==> src/hdl/vln_pkg.sv <==
`timescale 1ns / 1ps
`default_nettype none
package vln_pkg;

  // Number of root bits found by the square root chain.
  localparam int ROOT_BITS = 32;
  // Number of quotient bits found by the divide chain.
  localparam int QUOT_BITS = 31;
  // Number of vector components.
  localparam int NUM_COMP = 3;

  // Data handed from one square root cell to the next.
  typedef struct packed {
    logic                             valid;
    logic [63:0]                      n;
    logic [33:0]                      rem;
    logic [ROOT_BITS-1:0]             root;
    logic [NUM_COMP-1:0][31:0]        mag;
    logic [NUM_COMP-1:0]              neg;
  } sqrt_t;

  // Data handed from one divide cell to the next.
  typedef struct packed {
    logic                             valid;
    logic [31:0]                      len;
    logic [NUM_COMP-1:0][31:0]        rem;
    logic [NUM_COMP-1:0][30:0]        dsh;
    logic [NUM_COMP-1:0][QUOT_BITS-1:0] quot;
    logic [NUM_COMP-1:0]              neg;
  } div_t;

endpackage
`default_nettype wire

==> src/hdl/vln_sqrt_cell.sv <==
`timescale 1ns / 1ps
`default_nettype none
module vln_sqrt_cell
  import vln_pkg::*;
(
  input  wire logic  clk,
  input  wire logic  rst_n,
  input  wire logic  en,
  input  wire sqrt_t d_in,
  output sqrt_t      d_out
);

  sqrt_t       d_r;
  sqrt_t       d_nxt;
  logic [35:0] shifted;
  logic [35:0] trial;

  // One bit of the root: bring in the next two radicand bits and try a one.
  always_comb begin
    shifted = {d_in.rem, d_in.n[63:62]};
    trial   = {2'b00, d_in.root, 2'b01};
    d_nxt   = d_in;
    d_nxt.n = {d_in.n[61:0], 2'b00};
    if (shifted >= trial) begin
      d_nxt.rem  = 34'(shifted - trial);
      d_nxt.root = {d_in.root[ROOT_BITS-2:0], 1'b1};
    end else begin
      d_nxt.rem  = shifted[33:0];
      d_nxt.root = {d_in.root[ROOT_BITS-2:0], 1'b0};
    end
  end

  // Hand the partial result to the next cell.
  always_ff @(posedge clk) begin
    if (!rst_n) begin
      d_r.valid <= 1'b0;
    end else if (en) begin
      d_r.valid <= d_nxt.valid;
    end
    if (en) begin
      d_r.n    <= d_nxt.n;
      d_r.rem  <= d_nxt.rem;
      d_r.root <= d_nxt.root;
      d_r.mag  <= d_nxt.mag;
      d_r.neg  <= d_nxt.neg;
    end
  end

  assign d_out = d_r;

endmodule
`default_nettype wire

==> config.mk <==
export PLATFORM = sky130hd
export DESIGN_NAME = vln_sqrt_cell
export DESIGN_NICKNAME = d
export VERILOG_FILES = /design/src/hdl/vln_pkg.sv /design/src/hdl/vln_sqrt_cell.sv
export SDC_FILE = /design/constraint.sdc
export NUM_CORES = 1
export LEC_CHECK = 0
export BUFFER_PORTS_ARGS = -buffer_cell sky130_fd_sc_hd__buf_2
export CELL_PAD_IN_SITES_DETAIL_PLACEMENT = 1
export CELL_PAD_IN_SITES_GLOBAL_PLACEMENT = 2
export CORE_MARGIN = 2
export CORE_UTILIZATION = 29
export CTS_CLUSTER_DIAMETER = 40
export CTS_CLUSTER_SIZE = 25
export DETAILED_ROUTE_END_ITERATION = 16
export GPL_ROUTABILITY_DRIVEN = 0
export PLACE_DENSITY = 0.87
export REMOVE_ABC_BUFFERS = 1
export SYNTH_ARGS = -nofsm -noshare
export SYNTH_HDL_FRONTEND = slang
export SYNTH_SLANG_ARGS = --single-unit
==> constraint.sdc <==
create_clock -name clk -period 3.5 [get_ports clk]
set_clock_uncertainty 0.15 [all_clocks]
set_input_delay 0.175 -clock clk [delete_from_list [all_inputs] [get_ports clk]]
set_output_delay 0.175 -clock clk [all_outputs]
set_load 0.03 [all_outputs]
# --- Word-level counts from Yosys, hierarchy flattened ---
# Index checks and enable logic that the tools add are counted.
totals:
  ff_bits: 228
  wordCells: 11
  output_inout_bits: 230
  input_bits: 233
op_classes:
  mux: 1
  addsub: 1
  magnitude_cmp: 1
ops:
  columns: ["op", "n"]
  rows:
  - ["$mux W66", 1]
  - ["$ge A36 B34 Y1", 1]
  - ["$sub A34 B34 Y34", 1]

# --- Depth between registers and ports, before layout ---
logic_depth:
  depth_word: 2
  mapped_depth: 13
  mapped_depth_nobuf: 10

# --- Least setup slack after synthesis ---
# OpenSTA, ideal clock, no wires.
synth_timing:
  kind: "in2reg"
  start: "input d_in[126] in the netlist's numbering"
  end: "register d_r, in the netlist d_out[134] (data pin)"
  setup_ns: 0.262
  n_path_buf: 1
  path_slack_ns: 0.793
  path_stages: 10
  arrival_ns: 2.295
  t_required_ns: 3.088
  path_cell_list: "inv_1 > ha_1 > a21o_1 > a21o_1 > a21o_1 > a311o_1 > a211oi_1 > o21a_1 > buf_4 > mux2_1"
synth_rtl:
  columns: ["item", "line", "rtl"]
  rows:
  - ["start: declaration", "vln_sqrt_cell.sv:9", "input wire sqrt_t d_in,"]
  - ["end: declaration", "vln_sqrt_cell.sv:13", "sqrt_t d_r;"]

==> metrics.cfg <==
[timing]
hold_ws_ps=2.81
slew_violations=0
max_freq_mhz=312
hold_viol_final=0
rsz0062_at_grt=false
min_period_over_period=0.916
fin_crit_ps=3210
worst_pin_slew_ps=697
slew_headroom=0.535
setup_viol=0

[critical_path]
r2r_start=d_out[229]
reg2reg_slack_ps=2120
r2r-end=d_out[229]
start_kind=primary input
crit_required_ps=3600
crit_path_max_fanout=6
r2r_cells=3
critical_path_arrival_ps=3310
crit_type=primary input to flop
end_kind=flop

[clocking]
clk_path_buf_depth=3
cts.reportedPaths.clkPinSlew_ps=40
h-tree-depth=2
cts.sinks=228
cts_tree=done
root_buffer=clkbuf_16
clk-insertion-delay-late_ps=520
cts_made_buffers=40

[power]
power.density_mw_per_mm2=597
p_leak_uw=0.00693
vdd_ir_drop_max_mv=0.340

[cells_and_area]
largest_reg_flops=228
final_cell_mix=buf_2, dlygate4sd3_1, edfxtp_1
layout_commonest_cell=buf_2
stdcell_count=1758
finalInstanceArea_mm2=0.0158
drive_above_1_share=0.405
syn2layout_area_growth_pct=71.4
nNetsFinal=1586

[min_path]
worstHoldStart=en
min_path_cells=1
min_to=d_out[164]
hold_path.class=primary input to flop

[logic_synthesis]
synth_top_area_frac=0.739
ys.flop_type=edfxtp_1
synth-edff-count=227
ys_types=58
syn_area_per_cell_um2=15.5
yosysSeqAreaShare=0.741
syn_inst=596
synth_area_leaders=edfxtp_1, ha_1, nand2_1
ys_warn_count=0
async_flop_share=0
synth_seq_cells=228
synth_area_mm2=0.00923
yosysTopAreaCell=edfxtp_1

[floorplan]
core_mm2=0.0315
fp.dieH_um=182
dieArea_mm2=0.0333
start_util=0.293
num_rows=65
die_w_um=182
ios=463

[global_route]
grt_overflow=0
antenna_found_initial=7
grt_pass1_vias=9192
grtUsageTotal=0.244
grt_pass1_wl_mm=59.9
grt_max_degree=80

[placed_design]
portBuffers=460
dpl_cell_area_mm2=0.0120
dp.cells=1451
hpwl_mm=26.7

[routing]
detail_route.wl_per_cell_um=23.5
drtIter0Drc=445
dr.pass1.iters=4
routed_wl_mm=41.3
ant_nets=0
drc_errors=0
via_per_inst=4.68
via_count=8231

[flow_run]
drv_cap=0

[run_status]
outcome=completed

==> cells by family (layout without fill, tap and decap cells) <==
kind of cell               Yosys count  after routing  synth area share
and+or+nand+nor                    113            113            0.0598
muxes                                7              7           0.00800
other                                1              8          0.000406
xor gates and xnor gates            28             28            0.0266
buffers and inverters               56            809            0.0248
DFF                                228            228             0.741
adders and majority gates           34             34            0.0461
AOI/OAI and AO/OA                  129            129            0.0935
==> metrics by stage <==
stage / setup slack [ps] / utilization / TNS, ps / total power, uW
floorplan: -69.9 / - / -140 / 4300
global placement: 507 / 0.383 / 0 / 4890
detailed placement: 343 / 0.383 / 0 / 4920
CTS: 346 / 0.502 / 0 / 9440
global route: 29.3 / 0.502 / 0 / 9750
finish: 294 / 0.503 / 0 / 9440
==> Yosys cell counts (3+ instances only) <==
master	count
o211ai_1	3
mux2_1	3
o41ai_1	3
xor2_1	16
a21o_1	21
o21ai_1	31
nor2_1	14
a31oi_1	5
o21ai_0	12
nor3_1	8
and2_1	6
nand2_1	48
nand3_1	4
and3_1	9
buf_4	3
xnor2_1	12
a21oi_1	26
edfxtp_1	227
nor2b_1	3
nand4_1	7
nand2b_1	6
o31ai_1	3
inv_1	41
ha_1	34
clkbuf_1	5
mux2i_1	4
buf_2	6
==> where the power goes <==
| group | internal, uW | total, uW | switching [uW] |
|---|---|---|---|
| clock network | 2760 | 4300 | 1550 |
| registers | 3300 | 3390 | 86.4 |
| logic | 617 | 1740 | 1130 |
==> layout make-up <==
| type | count | area (um2) |
|---|---|---|
| fill | 3325 | 15700 |
| sequential | 228 | 6840 |
| timing repair buffer | 694 | 4660 |
| multi-input combinational | 313 | 2170 |
| clock buffer | 43 | 1050 |
| tap | 402 | 503 |
| clock inverter | 30 | 418 |
| inverter | 42 | 158 |
| antenna | 6 | 15.0 |
==> how the worst max path moves through the flow <==
stage | startpoint | endpoint | slack (ps) | depth (start not counted)
global placement | d_in[102] | d_out[157] | 510 | 11
detailed placement | d_in[107] | d_out[158] | 340 | 11
finish | d_in[107] | d_out[158] | 290 | 12
floorplan | d_in[126] | d_out[158] | -70 | 10
CTS | d_in[107] | d_out[158] | 350 | 12
global route | d_in[108] | d_out[158] | 30 | 12
==> per-layer routing <==
layer / track usage / share of wire / vias up
li1: - / - / 3715
met1: 0.269 / 0.37 / 4011
met2: 0.420 / 0.50 / 384
met3: 0.0742 / 0.070 / 115
met4: 0.141 / 0.057 / 6
met5: 0 / 0.0024 / -
==> critical path, stage by stage <==
cell and delay, ps:
dlygate4sd3_1 530, buf_2 120, inv_1 70, ha_1 430, and3_1 290, and2_1 220
a221oi_2 90, o211ai_1 430, o2bb2ai_1 280, mux2i_1 240, o221ai_1 130, mux2_1 310
==> repair_timing <==
item                      CTS  global route
hold endpoints to repair  227             0
hold buffers              228             0
setup buffers               0             0
gates resized for setup     0             0
Note: power is estimated with default switching activity, not from simulation.
