`src/hdl/vln_pkg.sv`:
```
`timescale 1ns / 1ps
`default_nettype none
package vln_pkg;

  // Number of root bits found by the square root chain.
  localparam int ROOT_BITS = 32;
  // Number of quotient bits found by the divide chain.
  localparam int QUOT_BITS = 31;
  // Number of vector components.
  localparam int NUM_COMP = 3;

  // Data handed from one square root cell to the next.
  typedef struct packed {
    logic                             valid;
    logic [63:0]                      n;
    logic [33:0]                      rem;
    logic [ROOT_BITS-1:0]             root;
    logic [NUM_COMP-1:0][31:0]        mag;
    logic [NUM_COMP-1:0]              neg;
  } sqrt_t;

  // Data handed from one divide cell to the next.
  typedef struct packed {
    logic                             valid;
    logic [31:0]                      len;
    logic [NUM_COMP-1:0][31:0]        rem;
    logic [NUM_COMP-1:0][30:0]        dsh;
    logic [NUM_COMP-1:0][QUOT_BITS-1:0] quot;
    logic [NUM_COMP-1:0]              neg;
  } div_t;

endpackage
`default_nettype wire

```
`src/hdl/vln_div_cell.sv`:
```
`timescale 1ns / 1ps
`default_nettype none
module vln_div_cell
  import vln_pkg::*;
(
  input  wire logic clk,
  input  wire logic rst_n,
  input  wire logic en,
  input  wire div_t d_in,
  output div_t      d_out
);

  div_t        d_r;
  div_t        d_nxt;
  logic [32:0] shifted [NUM_COMP];
  logic        ge      [NUM_COMP];

  // One quotient bit per component: restoring step against the length.
  always_comb begin
    d_nxt = d_in;
    for (int c = 0; c < NUM_COMP; c++) begin
      shifted[c] = {d_in.rem[c], d_in.dsh[c][30]};
      ge[c]      = shifted[c] >= {1'b0, d_in.len};
      if (ge[c]) begin
        d_nxt.rem[c] = 32'(shifted[c] - {1'b0, d_in.len});
      end else begin
        d_nxt.rem[c] = shifted[c][31:0];
      end
      d_nxt.dsh[c]  = {d_in.dsh[c][29:0], 1'b0};
      d_nxt.quot[c] = {d_in.quot[c][QUOT_BITS-2:0], ge[c]};
    end
  end

  // Hand the partial quotients to the next cell.
  always_ff @(posedge clk) begin
    if (!rst_n) begin
      d_r.valid <= 1'b0;
    end else if (en) begin
      d_r.valid <= d_nxt.valid;
    end
    if (en) begin
      d_r.len  <= d_nxt.len;
      d_r.rem  <= d_nxt.rem;
      d_r.dsh  <= d_nxt.dsh;
      d_r.quot <= d_nxt.quot;
      d_r.neg  <= d_nxt.neg;
    end
  end

  assign d_out = d_r;

endmodule
`default_nettype wire

```
`config.mk`:
```
export PLATFORM = sky130hd
export DESIGN_NAME = vln_div_cell
export DESIGN_NICKNAME = d
export VERILOG_FILES = /design/src/hdl/vln_pkg.sv /design/src/hdl/vln_div_cell.sv
export SDC_FILE = /design/constraint.sdc
export NUM_CORES = 1
export LEC_CHECK = 0
export BUFFER_PORTS_ARGS = -buffer_cell sky130_fd_sc_hd__buf_2
export CORE_AREA = 2 2 246 248
export DETAILED_ROUTE_END_ITERATION = 12
export DIE_AREA = 0 0 248 250
export GPL_ROUTABILITY_DRIVEN = 0
export SYNTH_ARGS = -nofsm -noshare
export SYNTH_HDL_FRONTEND = slang
export SYNTH_SLANG_ARGS = --single-unit
```
`constraint.sdc`:
```
create_clock -name clk -period 3.6 [get_ports clk]
set_clock_uncertainty 0.2 [all_clocks]
set_input_delay 0.54 -clock clk [delete_from_list [all_inputs] [get_ports clk]]
set_output_delay 0.54 -clock clk [all_outputs]
set_load 0.01 [all_outputs]
```
* Word-level counts from Yosys, hierarchy flattened *
Cells that the tools add are included.

word-level totals
  flip-flop bits (word level) = 315
  output and inout bits = 318

operators by class
  $add $sub $neg = 3
  order comparisons = 3
  mux-type cells = 3

operators with widths
  operator          count
  $ge A33 B32 Y1    3
  $mux W32          3
  $sub A32 B32 Y32  3

* Logic depth before layout (Yosys ltp) *
Gate-level depths: netlist of run 1.

  depth after elaboration = 2
  mapped depth = 14
  gate-level depth less buffers = 12

* Worst setup path before layout of run 1 *
No wires, ideal clock.

  path kind = input-to-reg
  from = in d_in[157] (netlist bit)
  to = reg d_r, in the netlist d_out[245], data pin
  library setup time = 0.260 ns
  arrival = 2.746 ns
  required time = 3.140 ns
  setup slack = 0.394 ns
  stages = 12
  buffers on the path = 0
  cells stage by stage = inv_1 -> ha_1 -> fa_1 -> nor2b_1 -> o211ai_1 -> a21oi_1 -> o21ai_2 -> o311ai_2 -> a311o_1 -> a21oi_1 -> xnor2_1 -> mux2_2

RTL lines
  what             line                text
  start, declared  vln_div_cell.sv:9   input wire div_t d_in,
  end, declared    vln_div_cell.sv:13  div_t d_r;

==> results of run 1 <==
-- metal layers --
metal / global-route usage (%) / share of wire, % / vias up
met3: 6.20 / 8.0 / 171
met1: 24.3 / 36 / 7173
met4: 11.3 / 5.3 / 22
met2: 41.6 / 50 / 654
li1: - / - / 6916
met5: 0 / 0.17 / -
-- what timing repair did --
item,in CTS,in global routing
gates resized for setup,0,23
endpoints found under the hold margin,210,0
setup buffers,0,2
endpoints found under the setup margin,0,52
hold buffers,210,0
-- cells by family (layout without fill, tap and decap cells) --
| logic type | after synthesis | count (layout) |
|---|---|---|
| xor+xnor | 79 | 79 |
| mux | 18 | 18 |
| other cells | 1 | 13 |
| buf+inv | 117 | 1158 |
| flops | 315 | 315 |
| compound gates | 372 | 372 |
| fa+ha+maj | 99 | 99 |
| simple gates | 295 | 295 |
-- synth_stat cells (all sizes together) (4+ instances only) --
| cell | count |
|---|---|
| a21o | 49 |
| o21a | 17 |
| nand2b | 7 |
| xor2 | 35 |
| mux2 | 15 |
| nand2 | 107 |
| a211oi | 8 |
| o21ai | 108 |
| a21oi | 105 |
| clkbuf | 30 |
| a21boi | 6 |
| nor3 | 14 |
| xnor2 | 44 |
| buf | 18 |
| ha | 96 |
| nand3 | 21 |
| and2 | 10 |
| nor2b | 12 |
| nand4 | 27 |
| o31ai | 7 |
| inv | 69 |
| and3 | 9 |
| nor4 | 4 |
| a31oi | 9 |
| o211ai | 11 |
| o21bai | 11 |
| edfxtp | 314 |
| nor2 | 71 |
-- worst paths after layout --
check	startpoint	endpoint	slack, ps	depth (start not counted)
min	d_in[304]	d_out[304]	40	2
max reg2reg	d_out[317]	d_out[317]	2800	2
max	d_in[313]	d_out[249]	110	14
min reg2reg	d_out[317]	d_out[317]	340	2
-- power groups by stage --
stage | combinational [mW] | sequential, mW | clock, mW
finish | 2.88 | 4.63 | 4.46
floorplan | 1.07 | 4.90 | 0
detailed placement | 2.63 | 4.70 | 0
CTS | 2.86 | 4.63 | 4.55
global route | 3.10 | 4.67 | 4.69
global placement | 2.60 | 4.70 | 0
-- metrics by stage --
| stage | setup slack (ps) | instance area (um^2) | hold WS [ps] | TNS (ps) |
|---|---|---|---|---|
| CTS | 12.4 | 24800 | 8.17 | 0 |
| finish | 111 | 24900 | 37.3 | 0 |
| floorplan | 394 | 16000 | 338 | 0 |
| global placement | -316 | 21200 | 294 | -3500 |
| global route | -0.360 | 24900 | 20.7 | -0.360 |
| detailed placement | -283 | 21200 | 326 | -5900 |
-- area by class of cell --
cell class	count	area, um^2
Tap cell	782	978
Sequential cell	315	9450
Fill cell	5615	34600
Timing Repair Buffer	1013	6670
Antenna cell	10	25.0
Multi-Input combinational cell	866	6090
Clock buffer	50	1080
Clock inverter	26	379
Inverter	69	259
==> run metrics, run 1 <==
fin. max-slew vios=0; die area=62000 um^2; crit-path cells=dlygate4sd3_1 -> buf_2 -> inv_1 -> ha_1 -> nand3_1 -> nor4_1 -> a41oi_2 -> a31oi_1 -> or4_4 -> o32ai_4 -> inv_2 -> and3_1 -> a21oi_1 -> nand3b_1; Synth Area in Compound Gates=15.4%; main combinational cell family by area after synthesis=compound AO/OA/AOI/OAI gates; Placed Instances=2832; max FFs per register=315; slew at the pin with the worst max-slew slack=607 ps; hpwl dp=60000 um; ranking of synthesized cells by area=edfxtp_1 (59%), ha_1 (7.5%), a21oi_1 (3.2%), o21ai_0 (2.7%), nand2_1 (2.5%); H-tree depth=2; CP Capture Type=register; Gate power share=24.1%; NetSw=3.50 mW; final hold vios=0; PD cells=480 nW/um^2; Ports=639; post-synthesis xor/xnor area fraction=4.33%; Critical Path Fanout Max=5; Root Driver=clkbuf_16; clock share of power=37.2%; part of the power in registers=38.7%; DRC viols=0; CTS Buffer Depth=3; vias per cell=4.77; vias in the first global route=15400; die extent in x=248 um; P&R area growth vs syn=56.2%; Tmin final=3490 ps; num rows=90; Post-Layout Cell Count=3131; FFs w/ async S/R, synth=0%; Max-cap violations=0; number of routed nets with antenna violations=0; Sw Share=29.2%; most frequent cells in the layout=buf_2 (631), edfxtp_1 (314), dlygate4sd3_1 (210); Final nets=2726; Buf/Inv on CP=4; Pint=8.47 mW; max frequency=287 MHz; worst-case vdd ir drop=0.000407 V; worst hold path class=input pin to register; Seq/Total Area, Yosys=59.2%; Required @ worst endpoint=3730 ps; CP max-delay cell=dlygate4sd3_1; distinct cell type count after synthesis=80; post-synthesis adder-cell area fraction=7.90%; Largest stage delay, worst path=540 ps; Worst path top cell family by delay=simple AND/OR/NAND/NOR gates; leakage=11.0 nW; initial antenna violation count=27; GR Util All Layers=23.0%; Arr. time, crit path=3620 ps; Detailed Routing Iterations Pass 1=5; FF+latch count, synth=315; routed len/inst=23.9 um; Power, Total=12.0 mW; Mapped Area=16000 um^2; clock-pin slew of the registers on the worst-case setup and hold paths=60 ps; Starting Density=26.8%; CTS Sinks=315; leading area contributor after synthesis=edfxtp_1; Slew HR=58.9%; CP Class=input pin to register; core area=59600 um^2; average cell area after synthesis=12.3 um^2; commonest non-fill, non-tap cell in the layout=buf_2; largest net degree at the start of global routing=80; CTS Buf Count=41; Vias=14900; Simple-Gate Fraction of Synth Area=8.62%; Port Buf Inserts=632; share of the synthesized area in the top cell type=59.1%; Core Util, Final=41.9%; TritonCTS clock tree=built; Clock Latency Late Sink=590 ps; fin crit share=96.9%; main flop type after synthesis=edfxtp_1; CP Launch Type=input pin; first-pass GRT wire length=103000 um; status=completed; mux contribution to synthesized area=1.34%; Post-Syn Instances=1296; share of layout cells above drive strength 1=39.5%; grt ovf=0; Die H=250 um; YS warnings=0; DR iter-0 viols=770; aggregate routed wire length=74900 um; EDFF count, synth=314; final setup fails=0
(Power assumes the default switching activity.)
==> inputs of run 2 (changes only) <==
- CELL_PAD_IN_SITES_DETAIL_PLACEMENT: unset -> 0
- CELL_PAD_IN_SITES_GLOBAL_PLACEMENT: unset -> 2
- CORE_AREA: 2 2 246 248 -> 2 2 248 250
- DIE_AREA: 0 0 248 250 -> 0 0 250 252
- PLACE_DENSITY_LB_ADDON: unset -> 0.1
==> run metrics, run 2 (same netlist as run 1, synthesis figures left out) <==
routed wl met3=3440 um (-42%); vias in the first global route=14700 (-4.8%); number of routed nets with antenna violations=0 (unchanged); Detailed Routing Iterations Pass 1=5 (unchanged); leakage=11.0 nW (+0.57%); Critical Path Fanout Max=12 (+7); commonest non-fill, non-tap cell in the layout=buf_2; Levels on crit path=14 (unchanged); max frequency=288 MHz (+0.35%); fin crit share=96.6% (-0.34 points); hpwl dp=58800 um (-2.0%); P&R area growth vs syn=56.5%; Root Driver=clkbuf_16; Slew HR=53.9% (-5.1 points); share of layout cells above drive strength 1=40.0% (+0.53 points); Worst path top cell family by delay=buffers and inverters; status=completed; die extent in x=250 um (+0.81%); CP Class=input pin to register; Starting Density=26.5% (-0.25 points); Buf/Inv on CP=5 (+1); uppermost layer routed=met5; Largest stage delay, worst path=540 ps (about the same); Gate power share=26.0% (+1.9 points); Ports=639 (unchanged); CTS Buf Count=39 (-4.9%); Final nets=2759 (+1.2%); dpl cell area=21500 um^2 (+1.4%); NetSw=3.29 mW (-6.0%); core area=60100 um^2 (+0.95%); aggregate routed wire length=72100 um (-3.7%); Max-cap violations=0 (unchanged); Clock Latency Late Sink=550 ps (-40 ps); grt ovf=0 (unchanged); GR Util All Layers=22.2% (-0.84 points); DRC viols=0 (unchanged); num rows=90 (unchanged); CP Capture Type=register; Required @ worst endpoint=3700 ps (-30 ps); CTS Buffer Depth=3 (unchanged); worst hold path class=input pin to register; wl on met1=30500 um (+13%); max FFs per register=315 (unchanged); Vias=14400 (-3.4%); CTS Sinks=315 (unchanged); met2 wire len=37000 um (-1.9%); CP max-delay cell=dlygate4sd3_1; Port Buf Inserts=632 (unchanged); first-pass GRT wire length=102000 um (-0.49%); RSZ-0062 raised after global routing=yes; Pint=7.93 mW (-6.4%); Arr. time, crit path=3580 ps (-40 ps); slew at the pin with the worst max-slew slack=692 ps (+84.5 ps); CP Launch Type=input pin; vias per cell=4.58 (-3.9%); worst r2r path cells=2 (unchanged); worst-case vdd ir drop=0.000306 V (-25%); routed len/inst=22.9 um (-4.3%); largest net degree at the start of global routing=72 (-10%); part of the power in registers=41.2% (+2.5 points); fin. max-slew vios=0 (unchanged); Hold Path Cell Cnt=3 (+1); CP dominant cell by count=buf_4; Die H=252 um (+0.80%); cell area after layout=25000 um^2 (+0.22%); initial antenna violation count=13 (-52%); crit-path cells=dlygate4sd3_1 -> buf_2 -> inv_2 -> ha_1 -> o21a_1 -> o31a_1 -> o41ai_4 -> buf_4 -> o2111ai_4 -> nand3_2 -> o31ai_4 -> o21a_2 -> buf_4 -> mux2_4; DR iter-0 viols=854 (+11%); Tmin final=3480 ps (-12.1 ps); TritonCTS clock tree=built; final hold vios=0 (unchanged); PD cells=449 nW/um^2 (-6.5%); Sw Share=29.3% (+0.091 points); clock-pin slew of the registers on the worst-case setup and hold paths=60 ps (about the same); final setup fails=0 (unchanged); most frequent cells in the layout=buf_2 (631), edfxtp_1 (314), dlygate4sd3_1 (214); setup_tns=0 ps (unchanged); clock share of power=32.8% (-4.4 points); H-tree depth=2 (unchanged); die area=63000 um^2 (+1.6%)
## run 2: changes by cell type in the layout (fill, tap and decap cells not counted), moves of 3 or more
| cell | change |
|---|---|
| clkinvlp_4 | -3 |
| clkinv_1 | +4 |
| o21ai_0 | -3 |
| buf_12 | +6 |
| diode_2 | -7 |
| a31oi_2 | +3 |
| o21ai_1 | +3 |
| bufinv_16 | -6 |
| dlygate4sd3_1 | +4 |
| a21oi_1 | -3 |
| buf_4 | +25 |
## run 2: worst min-delay path, stage by stage
cell     delay (ps)
buf_2            70
mux2i_1          60
nor2b_1         100
## run 2: area by class of cell
cell class | instances | area (um^2)
clock buffers | 46 | 1020
well taps | 782 | 978
inverters | 69 | 259
diodes | 3 | 7.51
multi-input cells | 866 | 6130
clock inverters | 19 | 134
repair buffers | 1048 | 7010
fillers | 6004 | 35100
flip-flops and latches | 315 | 9450
## run 2: worst paths after layout
check / startpoint / endpoint / slack (ps)
setup / recovery: d_in[288] / d_out[281] / 120
hold / removal: d_in[317] / d_out[317] / 60
setup reg to reg: d_out[317] / d_out[317] / 2800
hold reg to reg: d_out[317] / d_out[317] / 340
## run 2: timing repair
| item | 4_1_cts | 5_1_grt |
|---|---|---|
| buffers inserted | 0 | 4 |
| hold buffers | 214 | 0 |
| endpoints found under the hold margin | 214 | 0 |
| setup endpoints to repair | 0 | 68 |
| gates resized for setup | 0 | 33 |
## run 2: through the flow
stage          hold WS [ps]  cells  setup slack, ps  power (mW)  util (%)
3_5_place_dp            308   2862             -169        7.39      35.8
6_report               58.1   3148              123        11.2      41.6
4_1_cts                18.4   3141             18.0        11.4      41.3
3_3_place_gp            305   2862             -182        7.40      35.8
5_1_grt                70.2   3147            -45.7        11.8      41.6
2_1_floorplan           338   1298              394        5.97         -
## run 2: layer usage
metal	vias to the layer above	GRT usage (%)
met3	79	4.01
met2	443	40.2
li1	6959	-
met4	4	4.21
met1	6945	27.6
met5	-	0
## run 2: power by group through the flow
stage	logic [mW]	clock network [mW]	registers, mW
finish	2.91	3.68	4.62
global route	3.15	3.94	4.66
CTS	2.91	3.82	4.63
detailed placement	2.70	0	4.69
global placement	2.71	0	4.69
floorplan	1.07	0	4.90
